===== src/rtl/core/dtc_pkg.sv =====
package dtc_pkg;

    localparam int FRAC_BITS_DEF = 16;
    localparam int SEED_BITS_DEF = 32;
    localparam int RI_BITS       = 24;
    localparam int LANES         = 3;
    localparam int SCALE_BITS    = 16;

    localparam logic [31:0] GOLDEN_MULT = 32'd2654435761;
    localparam logic [SCALE_BITS-1:0] SCALE_ONE = 16'd32768;

    // lane 0 gives hue, lane 1 saturation, lane 2 value
    localparam logic [2:0] LANE_BASE [LANES] = '{3'd7, 3'd3, 3'd5};
    localparam logic [31:0] LANE_RECIP [LANES] = '{
        32'((64'd1 << 32) / 7),
        32'((64'd1 << 32) / 3),
        32'((64'd1 << 32) / 5)
    };

    typedef enum logic [1:0] {
        CMD_ISLAND   = 2'd0,
        CMD_INSTANCE = 2'd1,
        CMD_SEMANTIC = 2'd2
    } cmd_t;

    typedef enum logic {
        REG_VALUE_SCALE = 1'b0,
        REG_SAT_SCALE   = 1'b1
    } reg_index_t;

    typedef struct packed {
        logic grey;
        logic black;
        logic awake;
    } meta_t;

    typedef struct packed {
        logic [31:0] q;
        logic [2:0]  d;
    } divmod_t;

    // digits of the largest positive seed in the given base
    function automatic int digit_count(input int bits, input int base);
        longint unsigned lim;
        longint unsigned p;
        int n;
        lim = (64'd1 << (bits - 1)) - 64'd1;
        p = 64'd1;
        n = 0;
        while (p <= lim)
        begin
            p = p * longint'(base);
            n = n + 1;
        end
        return n;
    endfunction

    // divide by a small constant through its reciprocal, one correction step
    function automatic divmod_t divmod(input logic [31:0] x, input logic [2:0] base,
                                       input logic [31:0] recip);
        logic [63:0] prod;
        logic [31:0] q;
        logic [31:0] r;
        divmod_t res;
        prod = {32'd0, x} * {32'd0, recip};
        q = prod[63:32];
        r = x - q * {29'd0, base};
        if (r >= {29'd0, base})
        begin
            q = q + 32'd1;
            r = r - {29'd0, base};
        end
        res.q = q;
        res.d = r[2:0];
        return res;
    endfunction

endpackage


===== src/rtl/core/dtc_hsv.sv =====
module dtc_hsv #(
    parameter int FRAC_BITS = dtc_pkg::FRAC_BITS_DEF
) (
    input  logic                           clk,
    input  logic                           rst_n,
    input  logic                           en,
    input  logic                           in_valid,
    input  dtc_pkg::meta_t                 in_meta,
    input  logic [dtc_pkg::RI_BITS-1:0]    ri7,
    input  logic [dtc_pkg::RI_BITS-1:0]    ri3,
    input  logic [dtc_pkg::RI_BITS-1:0]    ri5,
    input  logic [dtc_pkg::SCALE_BITS-1:0] value_scale,
    input  logic [dtc_pkg::SCALE_BITS-1:0] sat_scale,
    output logic                           out_valid,
    output logic [15:0]                    red,
    output logic [15:0]                    green,
    output logic [15:0]                    blue
);

    localparam int F  = FRAC_BITS;
    localparam int QW = F + 1;
    localparam int RB = dtc_pkg::RI_BITS;
    localparam int SB = dtc_pkg::SCALE_BITS;

    localparam logic [QW-1:0] ONE_Q  = {1'b1, {F{1'b0}}};
    localparam logic [QW-1:0] HALF_Q = ONE_Q >> 1;
    localparam logic [QW-1:0] C06_Q  = QW'((6 * (64'd1 << F) + 5) / 10);
    localparam logic [QW-1:0] C04_Q  = QW'((4 * (64'd1 << F) + 5) / 10);
    localparam logic [QW-1:0] C07_Q  = QW'((7 * (64'd1 << F) + 5) / 10);
    localparam logic [RB:0]   RI_ONE = {1'b1, {RB{1'b0}}};

    function automatic logic [QW-1:0] scale_clamp(input logic [QW-1:0] x,
                                                  input logic [SB-1:0] k);
        logic [QW+SB-1:0] p;
        logic [QW:0]      r;
        p = {{SB{1'b0}}, x} * {{QW{1'b0}}, k};
        r = p[QW+SB-1:SB-1];
        return (r > {1'b0, ONE_Q}) ? ONE_Q : r[QW-1:0];
    endfunction

    function automatic logic [15:0] to_chan(input logic [QW-1:0] x);
        logic [QW+15:0] w;
        w = {x, 16'd0} >> F;
        return (w > (QW+16)'(16'hFFFF)) ? 16'hFFFF : w[15:0];
    endfunction

    // stage 1: base saturation and value, hue sector and ramp
    logic           h1_valid_reg;
    dtc_pkg::meta_t h1_meta_reg;
    logic [QW-1:0]  h1_s_reg, h1_v_reg;
    logic [2:0]     h1_sector_reg;
    logic [RB:0]    h1_ramp_reg;

    logic [F-1:0]    t3, t5;
    logic [QW+F-1:0] p5;
    logic [QW-1:0]   h1_s_next, h1_v_next;
    logic [RB+2:0]   hp;
    logic [RB:0]     h1_ramp_next;

    assign t3 = ri3[RB-1:RB-F];
    assign t5 = ri5[RB-1:RB-F];
    assign p5 = {{F{1'b0}}, C04_Q} * {{QW{1'b0}}, t5};
    assign hp = {3'd0, ri7} * (RB+3)'(6);

    always_comb
    begin
        h1_s_next = HALF_Q + {2'd0, t3[F-1:1]};
        h1_v_next = in_meta.grey ? C07_Q : C06_Q + p5[QW+F-1:F];
        h1_ramp_next = hp[RB] ? {1'b0, hp[RB-1:0]} : RI_ONE - {1'b0, hp[RB-1:0]};
    end

    // stage 2: sleep scaling
    logic           h2_valid_reg;
    dtc_pkg::meta_t h2_meta_reg;
    logic [QW-1:0]  h2_s_reg, h2_v_reg;
    logic [2:0]     h2_sector_reg;
    logic [RB:0]    h2_ramp_reg;

    // stage 3: chroma
    logic           h3_valid_reg;
    dtc_pkg::meta_t h3_meta_reg;
    logic [QW-1:0]  h3_c_reg, h3_v_reg;
    logic [2:0]     h3_sector_reg;
    logic [RB:0]    h3_ramp_reg;
    logic [2*QW-1:0] pc;

    assign pc = {{QW{1'b0}}, h2_v_reg} * {{QW{1'b0}}, h2_s_reg};

    // stage 4: ramp and offset
    logic           h4_valid_reg;
    dtc_pkg::meta_t h4_meta_reg;
    logic [QW-1:0]  h4_c_reg, h4_x_reg, h4_m_reg, h4_v_reg;
    logic [2:0]     h4_sector_reg;
    logic [QW+RB:0] px;

    assign px = {{(RB+1){1'b0}}, h3_c_reg} * {{QW{1'b0}}, h3_ramp_reg};

    // stage 5: output register
    logic        out_valid_reg;
    logic [15:0] red_reg, green_reg, blue_reg;
    logic [15:0] red_next, green_next, blue_next;
    logic [QW-1:0] r, g, b;

    always_comb
    begin
        r = '0;
        g = '0;
        b = '0;
        case (h4_sector_reg)
            3'd0:
            begin
                r = h4_c_reg;
                g = h4_x_reg;
            end
            3'd1:
            begin
                r = h4_x_reg;
                g = h4_c_reg;
            end
            3'd2:
            begin
                g = h4_c_reg;
                b = h4_x_reg;
            end
            3'd3:
            begin
                g = h4_x_reg;
                b = h4_c_reg;
            end
            3'd4:
            begin
                r = h4_x_reg;
                b = h4_c_reg;
            end
            default:
            begin
                r = h4_c_reg;
                b = h4_x_reg;
            end
        endcase

        if (h4_meta_reg.black)
        begin
            red_next   = 16'd0;
            green_next = 16'd0;
            blue_next  = 16'd0;
        end
        else if (h4_meta_reg.grey)
        begin
            red_next   = to_chan(h4_v_reg);
            green_next = to_chan(h4_v_reg);
            blue_next  = to_chan(h4_v_reg);
        end
        else
        begin
            red_next   = to_chan(r + h4_m_reg);
            green_next = to_chan(g + h4_m_reg);
            blue_next  = to_chan(b + h4_m_reg);
        end
    end

    always_ff @(posedge clk or negedge rst_n)
    begin
        if (!rst_n)
        begin
            h1_valid_reg  <= 1'b0;
            h2_valid_reg  <= 1'b0;
            h3_valid_reg  <= 1'b0;
            h4_valid_reg  <= 1'b0;
            out_valid_reg <= 1'b0;
        end
        else if (en)
        begin
            h1_valid_reg  <= in_valid;
            h2_valid_reg  <= h1_valid_reg;
            h3_valid_reg  <= h2_valid_reg;
            h4_valid_reg  <= h3_valid_reg;
            out_valid_reg <= h4_valid_reg;
        end
    end

    always_ff @(posedge clk)
    begin
        if (en)
        begin
            h1_meta_reg   <= in_meta;
            h1_s_reg      <= h1_s_next;
            h1_v_reg      <= h1_v_next;
            h1_sector_reg <= hp[RB+2:RB];
            h1_ramp_reg   <= h1_ramp_next;

            h2_meta_reg   <= h1_meta_reg;
            h2_s_reg      <= h1_meta_reg.awake ? h1_s_reg : scale_clamp(h1_s_reg, sat_scale);
            h2_v_reg      <= h1_meta_reg.awake ? h1_v_reg : scale_clamp(h1_v_reg, value_scale);
            h2_sector_reg <= h1_sector_reg;
            h2_ramp_reg   <= h1_ramp_reg;

            h3_meta_reg   <= h2_meta_reg;
            h3_c_reg      <= pc[F+QW-1:F];
            h3_v_reg      <= h2_v_reg;
            h3_sector_reg <= h2_sector_reg;
            h3_ramp_reg   <= h2_ramp_reg;

            h4_meta_reg   <= h3_meta_reg;
            h4_c_reg      <= h3_c_reg;
            h4_x_reg      <= px[QW+RB-1:RB];
            h4_m_reg      <= h3_v_reg - h3_c_reg;
            h4_v_reg      <= h3_v_reg;
            h4_sector_reg <= h3_sector_reg;

            red_reg   <= red_next;
            green_reg <= green_next;
            blue_reg  <= blue_next;
        end
    end

    assign out_valid = out_valid_reg;
    assign red       = red_reg;
    assign green     = green_reg;
    assign blue      = blue_reg;

endmodule


===== config.mk =====
export PLATFORM = sky130hd
export DESIGN_NAME = dtc_hsv
export DESIGN_NICKNAME = d
export VERILOG_FILES = /design/src/rtl/core/dtc_pkg.sv /design/src/rtl/core/dtc_hsv.sv
export SDC_FILE = /design/constraint.sdc
export NUM_CORES = 2
export LEC_CHECK = 0
export ABC_AREA = 1
export BUFFER_PORTS_ARGS = -buffer_cell sky130_fd_sc_hd__buf_2
export CORE_ASPECT_RATIO = 0.75
export CORE_MARGIN = 4
export CORE_UTILIZATION = 39
export CTS_CLUSTER_SIZE = 24
export DETAILED_ROUTE_END_ITERATION = 7
export HOLD_SLACK_MARGIN = 0.1
export PLACE_DENSITY_LB_ADDON = 0.25
export SKIP_CTS_REPAIR_TIMING = 1
export SYNTH_ARGS = -nofsm -noshare
export SYNTH_HDL_FRONTEND = slang
export SYNTH_SLANG_ARGS = --single-unit
export TNS_END_PERCENT = 20

===== constraint.sdc =====
create_clock -name clk -period 8.19 [get_ports clk]
set_clock_uncertainty 0.15 [all_clocks]
set_input_delay 0.4095 -clock clk [delete_from_list [all_inputs] [get_ports clk]]
set_output_delay 0.4095 -clock clk [all_outputs]
set_load 0.01 [all_outputs]

**Yosys cells after proc, flatten, opt, wreduce, memory -nomap -nowiden**

Cells that the tools add are included.

- Equal/unequal tests: 4
- Muxes and demuxes: 15
- Multipliers: 6
- Reduce and logical (&&, ||, !) cells: 7
- $lt $le $gt $ge: 6
- $add $sub $neg: 7

Operators with widths:

| kind | count |
|---|---|
| two-way mux 16 bit | 7 |
| one-hot mux 17 bit (2 select lines) | 3 |
| greater-than comparator 17 x 16 -> 1 bit, second input constant | 4 |
| two-way mux 17 bit | 4 |
| multiplier 17 x 16 -> 33 bit | 2 |
| adder 17 bit | 3 |
| multiplier 17 x 25 -> 41 bit | 1 |
| greater-than comparator 18 x 17 -> 1 bit, second input constant | 2 |
| adder 16 x 15 -> 17 bit, first input constant | 2 |
| multiplier 17 x 17 -> 33 bit | 1 |
| multiplier 14 x 16 -> 30 bit, first input constant | 1 |
| multiplier 24 x 2 -> 26 bit, second input constant | 1 |
| subtractor 25 x 24 -> 25 bit, first input constant | 1 |
| two-way mux 24 bit | 1 |
| subtractor 17 bit | 1 |
| OR reduction 2 bit | 6 |
| == test 3 x 2 -> 1 bit, second input constant | 2 |
| == test 3 x 1 -> 1 bit, second input constant | 1 |
| == test 3 bit, second input constant | 1 |
| zero test 3 bit | 1 |

- Word-level logic and storage cells: 80
- Output and inout bits: 49
- Input bits: 111
- Flip-flop bits (word level): 319

**Logic depth before layout (Yosys ltp)**

- Depth in word-level cells: 7
- Depth in mapped cells: 36
- Depth with buffers taken out: 33

**Worst setup path after synthesis**

Ideal clock, no wire load.

- Path type: input to register
- Start point: input value_scale[2] in the netlist's numbering
- End point: register h2_v_reg[10] (data pin)
- Stages on the path: 26
- Library setup time: 0.252 ns
- Path buffers: 3
- Arrival time: 5.750 ns
- Path slack: 2.038 ns
- Required time: 7.788 ns
- Cells stage by stage: clkbuf_1 -> clkbuf_1 -> nand2_1 -> fa_1 -> fa_1 -> inv_1 -> fa_1 -> fa_1 -> fa_1 -> inv_1 -> fa_1 -> inv_1 -> ha_1 -> nand2_1 -> nor2_1 -> nand2_1 -> nor3_2 -> nand2_1 -> nand3_1 -> a31oi_1 -> or2_1 -> nand2_1 -> inv_2 -> buf_4 -> nand3_2 -> nand2_1

- Word-level cells in the longest chain between the ends: 4

RTL lines:

| what | RTL line | source |
|---|---|---|
| start, declared | dtc_hsv.sv:12 | `input logic [dtc_pkg::SCALE_BITS-1:0] value_scale,` |
| multiplier 17 x 16 -> 33 bit * | dtc_hsv.sv:36 | `p = {{SB{1'b0}}, x} * {{QW{1'b0}}, k};` |
| greater-than comparator 18 x 17 -> 1 bit | dtc_hsv.sv:38 | `return (r > {1'b0, ONE_Q}) ? ONE_Q : r[QW-1:0];` |
| two-way mux 17 bit * | dtc_hsv.sv:38 |  |
| two-way mux 17 bit * | dtc_hsv.sv:194 | `h2_v_reg <= h1_meta_reg.awake ? h1_v_reg : scale_clamp(h1_v_reg, value_scale);` |
| end signal, assigned | dtc_hsv.sv:194 |  |
| end, declared | dtc_hsv.sv:75 | `logic [QW-1:0] h2_s_reg, h2_v_reg;` |

Mark *: on every way between the ends. The rest lies on a longest branch, timed or not.
A chain may end at the register's enable or synchronous reset.

**Worst setup path after layout**

- Start point: register h1_s_reg[9]
- End point: register h2_s_reg[15] (data pin)

- Word-level cells in the longest chain between the ends: 4

RTL lines:

| what | RTL line | source |
|---|---|---|
| start, declared | dtc_hsv.sv:50 | `logic [QW-1:0] h1_s_reg, h1_v_reg;` |
| start signal, assigned | dtc_hsv.sv:187 | `h1_s_reg <= h1_s_next;` |
| multiplier 17 x 16 -> 33 bit * | dtc_hsv.sv:36 |  |
| greater-than comparator 18 x 17 -> 1 bit | dtc_hsv.sv:38 |  |
| two-way mux 17 bit * | dtc_hsv.sv:38 |  |
| two-way mux 17 bit * | dtc_hsv.sv:193 | `h2_s_reg <= h1_meta_reg.awake ? h1_s_reg : scale_clamp(h1_s_reg, sat_scale);` |
| end signal, assigned | dtc_hsv.sv:193 |  |
| end, declared | dtc_hsv.sv:75 |  |

Marked as above.

==> summary.txt <==
Floorplan
  • Site Rows: 126
  • Core footprint: 158,000 um2
  • Die Height: 353 um
  • Die X: 469 um
  • Initial Utilization: 39.4%
  • I/O pin total: 160
  • Die ar.: 166,000 um2

Yosys
  • Area leader, netlist: fa_1
  • Yosys warns: 0
  • Yosys reg bits: 314
  • Mean post-synth cell area: 8.01 um2
  • Top_reg_cell synth: edfxtp_1
  • Main area contributors after synthesis: fa_1 33%, edfxtp_1 15%, nand2_1 13%
  • Sequential element share of the synthesized area: 15.2%
  • Syn Nets: 9,511
  • Synth async-reset ratio: 1.59%
  • Post-synthesis cell count: 7,748
  • Post-Syn Area: 62,000 um2
  • Area share of the largest cell type after synthesis: 32.9%
  • Yosys cell types: 58
  • EDFF count, synth: 309

GRT
  • First-pass GRT wire length: 273,000 um
  • Initial antenna violation count: 8
  • Largest net degree at the start of global routing: 70
  • Vias in the first global route: 50,400
  • GR Overflow Total: 0
  • GRT Overall Usage: 20.6%

Clocking
  • Num CTS Buffers: 38
  • Htree depth: 2
  • Clock latency on the worst-skew pair: 0.62 ns
  • Clock sinks: 314
  • CTS tree: done
  • Clock Tree Buf Depth: 3
  • Reg clk slew, reported paths: 0.07 ns
  • Root buf cell: clkbuf_16

Drt
  • Met3 Wirelength: 11,300 um
  • Vias: 48,200
  • Pre-Repair DR Iteration Count: 5
  • Final WL: 168,000 um
  • WL met1: 79,000 um
  • DRC Markers: 0
  • Via density: 4.90
  • Avg WL per Cell: 17.0 um
  • Iteration-0 DRC Markers: 3,298
  • Uppermost routed layer: met4
  • Routed length on met2: 74,300 um
  • Antenna viol nets, final: 0

Finish
  • Most frequent cells in the layout: 2,159 x nand2_1, 1,958 x inv_1, 1,020 x fa_1
  • Area growth syn-to-layout: 6.75%
  • Total Nets Final: 9,471
  • Fillers: 16,100
  • Finished Core Util: 42.0%
  • Layout cells sized above 1: 4.76%
  • Most common cell after layout, fill and taps aside: nand2_1

Setup path
  • Worst path slowest cell: edfxtp_1
  • Worst Setup Path Type: flip-flop to flip-flop
  • Slowest cell delay on critical path: 1.10 ns
  • Worst-path fanout max: 17
  • CP Data Required Time: 8.50 ns
  • Cell repeated most along the worst path: nand2_1
  • Buf+Inv Stages, Crit Path: 4
  • CP endpoint kind: flip-flop
  • Largest delay share family, worst path: adder cells
  • Worst Path Arrival: 7.34 ns
  • Type of origin of the critical path: flip-flop

Placed design
  • DPL Wire Length: 136,000 um
  • Port buffer count: 142
  • GPL Wtd Cong: 0.922

STA
  • Slew @ Worst Pin: 1.14 ns
  • Unrepaired setup endpoints after global routing: false
  • Rel. slew slack: 24.0%
  • Peak Freq: 142 MHz
  • Final hold violation count: 0
  • Final Cycle Share: 85.9%
  • Slew Limit Fails: 0
  • Setup TNS: 0 ns
  • Final worst path period need: 7.03 ns
  • Final setup viols: 0

Flow run
  • MaxCap Viol Count: 0

Hold path
  • Hold/Removal Path Class: input port to flip-flop

Outcome
  • Status: complete, no violations
synth_stat cells, drive strengths merged (41+ instances only):
library cell and number:
a21oi 312, ha 632, xnor2 51, nand2 2188, o21ai 139, inv 1976, clkbuf 294, nor2 278
fa 1020, nor3 41, nand3 164, o22ai 51, xor2 85, nand4 45, edfxtp 309
final cells by class:
| type | count | area [um2] | area share (%) |
|---|---|---|---|
| multi-input combinational | 5144 | 44000 | 66.4 |
| timing repair buffer | 232 | 1450 | 2.20 |
| clock inverter | 28 | 373 | 0.563 |
| sequential | 314 | 9400 | 14.2 |
| inverter | 1978 | 7420 | 11.2 |
| tap | 2112 | 2640 | 3.99 |
| clock buffer | 39 | 955 | 1.44 |
| antenna | 5 | 12.5 | 0.0189 |
logic make-up after synthesis:
family / share of synthesized area (%)
simple gates: 17.8
mux: 0.0181
flops: 15.2
fa+ha+maj: 45.7
compound gates: 5.41
buf+inv: 14.0
xor+xnor: 1.96
per-layer routing:
metal  vias up  GRT usage [%]
met3       178           3.24
met2      1374           32.4
li1      23000              -
met5         -              0
met1     23700           30.1
met4         0           4.12
metrics by stage:
stage	cells	setup WS [ns]	hold slack (ns)	cell area, um2
2_1_floorplan	7748	2.04	-0.0361	62000
3_3_place_gp	9757	1.18	0.0745	64700
3_5_place_dp	9757	1.21	0.0776	64700
4_1_cts	9824	1.10	-0.603	66000
5_1_grt	9850	0.753	0.113	66200
6_report	9852	1.16	0.0876	66200
path summary, 6_finish.rpt:
kind / startpoint / end / slack (ns) / depth (start not counted)
max: h1_s_reg[9] / h2_s_reg[15] / 1.16 / 26
min: en / h3_ramp_reg[2] / 0.09 / 1
max reg2reg: h1_s_reg[9] / h2_s_reg[15] / 1.16 / 26
min reg2reg: h2_ramp_reg[6] / h3_ramp_reg[6] / 0.26 / 0
max in group asynchronous: rst_n / out_valid / 7.08 / 3
min in group asynchronous: rst_n / h2_valid_reg / 0.62 / 3
Power is not shown: default switching activity piles up to over one toggle a cycle in this logic, so the estimate is an artifact.
